File: config.mk
export PLATFORM = sky130hd
export DESIGN_NAME = bpe_term
export DESIGN_NICKNAME = d
export VERILOG_FILES = /design/src/sv/bpe_pkg.sv /design/src/sv/bpe_term.sv
export SDC_FILE = /design/constraint.sdc
export NUM_CORES = 2
export LEC_CHECK = 0
export ABC_AREA = 0
export BUFFER_PORTS_ARGS = -buffer_cell sky130_fd_sc_hd__buf_2
export CAP_MARGIN = 20
export CORE_UTILIZATION = 40
export CTS_CLUSTER_DIAMETER = 80
export CTS_CLUSTER_SIZE = 25
export DETAILED_ROUTE_END_ITERATION = 10
export GPL_TIMING_DRIVEN = 0
export PLACE_DENSITY = 0.59
export SLEW_MARGIN = 10
export SYNTH_ARGS = -nofsm -noshare
export SYNTH_HDL_FRONTEND = slang
export SYNTH_SLANG_ARGS = --single-unit
File: constraint.sdc
create_clock -name i_clk -period 10.14 [get_ports i_clk]
set_input_delay 2.028 -clock i_clk [delete_from_list [all_inputs] [get_ports i_clk]]
set_output_delay 2.028 -clock i_clk [all_outputs]
set_load 0.05 [all_outputs]
File: src/sv/bpe_pkg.sv
// bpe_pkg: shared widths, constants and types of the bezier point evaluator
// no dependencies; imported by every module of the block
`default_nettype none

package bpe_pkg;

    // coordinate and parameter formats
    localparam int COORD_BITS  = 32;
    localparam int T_FRAC_BITS = 16;
    localparam int T_BITS      = T_FRAC_BITS + 1;

    // weight numerators: second and third powers of t and u
    localparam int P2_BITS   = 2 * T_FRAC_BITS + 1;
    localparam int W_BITS    = 3 * T_FRAC_BITS + 1;
    localparam int W_SHIFT   = 3 * T_FRAC_BITS;
    localparam int W_LO_BITS = W_BITS / 2;
    localparam int W_HI_BITS = W_BITS - W_LO_BITS;

    // pipeline depth: weight stages, term stages, final sum
    localparam int WGT_STAGES  = 4;
    localparam int TERM_STAGES = 7;
    localparam int N_STAGES    = 8;
    localparam int CNT_BITS    = $clog2(N_STAGES + 1);

    // curve order codes
    localparam logic [1:0] DEG_LINEAR = 2'd0;
    localparam logic [1:0] DEG_QUAD   = 2'd1;
    localparam logic [1:0] DEG_CUBIC  = 2'd2;

    localparam logic [T_BITS-1:0] ONE_T = T_BITS'(1) << T_FRAC_BITS;

    typedef logic [W_BITS-1:0] t_weight;
    typedef t_weight [3:0] t_weight_vec;

endpackage

`default_nettype wire

File: src/sv/bpe_term.sv
// bpe_term: one control coordinate times its weight, truncated toward zero
// depends on bpe_pkg; weight arrives from bpe_weight at stage 4
`default_nettype none

module bpe_term (
    input  wire logic                              i_clk,
    input  wire logic [bpe_pkg::TERM_STAGES-1:0]   i_en,
    input  wire logic signed [bpe_pkg::COORD_BITS-1:0] i_coord,
    input  wire bpe_pkg::t_weight                  i_weight,
    output logic [bpe_pkg::COORD_BITS-1:0]         o_term
);
    import bpe_pkg::*;

    localparam int LO_PROD = COORD_BITS + W_LO_BITS;
    localparam int HI_PROD = COORD_BITS + W_HI_BITS;
    localparam int FULL    = COORD_BITS + W_BITS;

    logic [COORD_BITS-1:0] r_mag [1:4];
    logic                  r_neg [1:4];
    logic                  r5_neg;
    logic                  r6_neg;
    logic [LO_PROD-1:0]    r5_lo;
    logic [HI_PROD-1:0]    r5_hi;
    logic [COORD_BITS-1:0] r6_mag;
    logic [COORD_BITS-1:0] r7_term;

    logic [COORD_BITS-1:0] n1_mag;
    logic [FULL-1:0]       n6_sum;

    // magnitude of the coordinate, exact for the most negative value
    always_comb begin
        n1_mag = i_coord[COORD_BITS-1] ? (~i_coord + 1'b1) : i_coord;
    end

    // recombine the two partial products
    always_comb begin
        n6_sum = FULL'(r5_lo) + (FULL'(r5_hi) << W_LO_BITS);
    end

    // stage 1: sign and magnitude; stages 2 to 4: wait for the weight
    always_ff @(posedge i_clk) begin
        if (i_en[0]) begin
            r_mag[1] <= n1_mag;
            r_neg[1] <= i_coord[COORD_BITS-1];
        end
        for (int k = 2; k <= 4; k++) begin
            if (i_en[k-1]) begin
                r_mag[k] <= r_mag[k-1];
                r_neg[k] <= r_neg[k-1];
            end
        end
    end

    // stage 5: split multiply, low and high halves of the weight
    always_ff @(posedge i_clk) begin
        if (i_en[4]) begin
            r5_neg <= r_neg[4];
            r5_lo  <= LO_PROD'(r_mag[4]) * LO_PROD'(i_weight[W_LO_BITS-1:0]);
            r5_hi  <= HI_PROD'(r_mag[4]) * HI_PROD'(i_weight[W_BITS-1:W_LO_BITS]);
        end
    end

    // stage 6: truncated magnitude of the term
    always_ff @(posedge i_clk) begin
        if (i_en[5]) begin
            r6_neg <= r5_neg;
            r6_mag <= COORD_BITS'(n6_sum[FULL-1:W_SHIFT]);
        end
    end

    // stage 7: restore the sign
    always_ff @(posedge i_clk) begin
        if (i_en[6]) begin
            r7_term <= r6_neg ? (~r6_mag + 1'b1) : r6_mag;
        end
    end

    assign o_term = r7_term;

endmodule

`default_nettype wire

==> results.md <==
- CTS root buffer: clkbuf_16
- Top cells by area, synth: fa_1 (44%), edfxtp_1 (14%), inv_1 (8.8%)
- Min-Delay Endpoint: r_mag[0][105]
- Capture point of the worst reg-to-reg path: r5_lo[51]
- Overflow after GRT: 0
- RD Place Congestion: 1.03
- Final wirelength: 226,000 µm
- Clock Skew: 21.0 ps
- Mapped Cells: 6,280
- YS warnings: 0
- Initial Util: 0.405
- H-tree Lvls: 1
- Global Route Usage Sum: 0.300
- Fin crit period: 10,090 ps
- Worst Setup Start Kind: primary input
- CTS Hold Bufs: 0
- Slowest stage cell, crit path: fa_1
- First-pass GRT wire length: 328,000 µm
- Total Nets Final: 8,281
- CP required: 10,430 ps
- Clock Sinks: 286
- CTS Buf Count: 19
- Total number of vias: 45,400
- Post-synth ARST share: 0
- FILL cells: 14,800
- Min-delay worst type: register to register
- Clock Latency Late Sink: 570 ps
- R2r setup slk: 60 ps
- Initial antenna violation count: 52
- DRC: 0
- Wire length per cell: 26.5 µm
- Avg Inst Size Synth: 9.70 µm²
- Critical Path End Type: register
- Inst Count DP: 8,439
- Total Die Area: 154,000 µm²
- Share of cells above drive strength 1: 0.0321
- Finished Layout Cells: 8,504
- Number of global-route vias before repair: 47,400
- Min-delay src: r_mag[0][73]
- Resized Gates After CTS: 0
- Status: completed
- Cell variety after synth: 66
- Final Hold Viols: 0
- Worst hold path depth: 0
- Row count: 142
- IO Pins: 121
- Crit path largest cell delay: 610 ps
- Routed Antenna Nets: 0
- Synth Cell Area: 60,900 µm²
- Design Area, Final: 65,200 µm²
- RSZ-0062 raised after global routing: no
- Fmax: 99.1 MHz
- Initial drt markers: 4,417
- Final setup vio count: 0
- Area Overhead vs Synth: 7.04%
- Slew headroom: 0.163
- Reg2reg start: r_mag[0][150]
- Core area: 150,000 µm²
- Slew @ Worst Pin: 1250 ps
- Clock Pin Slew Worst Setup and Hold Paths: 90 ps
- Pin count of the biggest net entering global routing: 62
- Synthesized flop and latch total: 286
- Max_cap viols: 0
- Total setup buffers inserted after CTS: 0
- TritonCTS clock tree: yes
- Sequential area share after synthesis: 0.141
- Dpl hpwl: 191,000 µm
- Register-to-Register Path Depth: 23
- Dpl cell area: 64,400 µm²
- Port-buffer cells: 120
- CP Max Fanout: 10
- Period utilization: 0.995
- CTS Buffer Depth: 3
- Top-area cell type share of the netlist area: 0.441
- Die Width: 392 µm
- CP Data Arrival Time: 10,380 ps
- Slew Limit Fails: 0
- Net count after synthesis: 8,110
- Die H: 392 µm
- Crit-path most repeated cell: fa_1
- Largest area contributor in the netlist: fa_1
- Via density per instance: 5.34
- Crit path kind: primary input to register
- Worst-path cell chain: buf_2 -> clkbuf_1 -> nand2_1 -> fa_1 -> inv_1 -> fa_1 -> inv_1 -> fa_1 -> fa_1 -> inv_1 -> fa_1 -> fa_1 -> fa_1 -> ha_1 -> a21oi_1 -> o21ai_0 -> nor2_1 -> o211ai_1 -> a31oi_1 -> o21ai_0 -> a221oi_1 -> o31ai_1 -> xor2_1
- EDFF count, synth: 286
- Post-synth top flop: edfxtp_1
- TritonRoute pass-1 iters: 7
-- cells by family (layout without fill, tap and decap cells) --
family          count (synthesis)  in the layout  share of synthesized area
flops                         286            286                      0.141
buf+inv                      1775           1953                      0.109
xor+xnor                      178            178                     0.0256
mux                             2              2                   0.000329
other cells                     0             30                          0
compound gates                417            417                     0.0445
simple gates                 1881           1881                      0.156
fa+ha+maj                    1741           1741                      0.523
-- synth_stat cells, types with 4 or more instances --
cell,n
nor2b_1,6
nor3_1,16
fa_1,1343
nand2_1,861
a21oi_1,112
and2_1,804
a31oi_1,19
xnor2_1,138
and4_1,8
a21o_1,74
clkbuf_1,339
o41ai_1,10
ha_1,398
o21ai_0,79
nand2b_1,19
o211ai_1,9
nand4_1,35
xor2_1,40
a221oi_1,4
and3_1,18
o21a_1,13
a2111oi_0,4
nand3_1,29
or4_1,13
inv_1,1434
nor4_1,6
edfxtp_1,286
o31ai_1,17
a211oi_1,16
or3_1,13
nor2_1,40
o21bai_1,25
-- worst max-delay path by stage --
stage	startpoint	endpoint	slack (ps)	cells after the start
after floorplan	i_weight[3]	r5_lo[40]	1660	22
after global placement	i_weight[4]	r5_lo[53]	-450	21
after detailed placement	i_weight[3]	r5_lo[53]	-410	21
after CTS	i_weight[12]	r5_lo[53]	170	25
after global routing	i_weight[4]	r5_lo[51]	30	25
final	i_weight[5]	r5_lo[51]	50	23
-- critical path: cells and delay by family --
kind	cells	cell delay (ps)
compound gates	7	2170
buf+inv	5	1020
fa+ha+maj	8	4280
xor+xnor	1	550
simple gates	2	300
-- layout make-up --
type / instances / area, µm² / share of cell area
timing repair buffer: 151 / 1050 / 0.0161
inverter: 1434 / 5380 / 0.0825
clock inverter: 9 / 143 / 0.00219
clock buffer: 19 / 475 / 0.00729
sequential: 286 / 8590 / 0.132
antenna: 30 / 75.1 / 0.00115
multi-input combinational: 4219 / 45700 / 0.701
tap: 2016 / 2520 / 0.0387
buffer: 340 / 1300 / 0.0199
-- registers in the layout, summed over array words and instances (netlist names) --
signal / flops
r6_mag: 32
r5_hi: 56
r_mag: 128
r6_neg: 1
o_term: 32
r5_neg: 1
r5_lo: 32
r_neg: 4
-- metal layers --
layer | track usage | up-vias | wire length (µm) | part of all wire
met2 | 0.455 | 2492 | 97800 | 0.43
met1 | 0.406 | 23400 | 90700 | 0.40
met3 | 0.0838 | 454 | 26600 | 0.12
met5 | 0 | - | 133 | 0.00059
met4 | 0.119 | 20 | 10600 | 0.047
li1 | - | 19000 | - | -
-- stage by stage --
| stage | TNS (ps) | worst slack [ps] | utilization | hold WS, ps |
|---|---|---|---|---|
| 6_report | 0 | 47.1 | 0.433 | 422 |
| 5_1_grt | 0 | 32.0 | 0.433 | 425 |
| 4_1_cts | 0 | 172 | 0.432 | 422 |
| 3_5_place_dp | -2490 | -406 | 0.428 | 405 |
| 3_3_place_gp | -2290 | -449 | 0.426 | 400 |
| 2_1_floorplan | 0 | 1660 | - | 400 |
-- cell usage in the layout (no fill, tap or decap), types with 78 or more instances in the layout --
cell	Yosys	layout
edfxtp_1	286	286
inv_1	1434	1434
clkbuf_1	339	324
xnor2_1	138	138
a21oi_1	112	112
buf_2	0	119
nand2_1	861	861
fa_1	1343	1343
ha_1	398	398
and2_1	804	804
o21ai_0	79	78
Power is left out: the tool's default activity adds up to more than one toggle a clock period on the data nets, which glitch-free logic cannot reach.
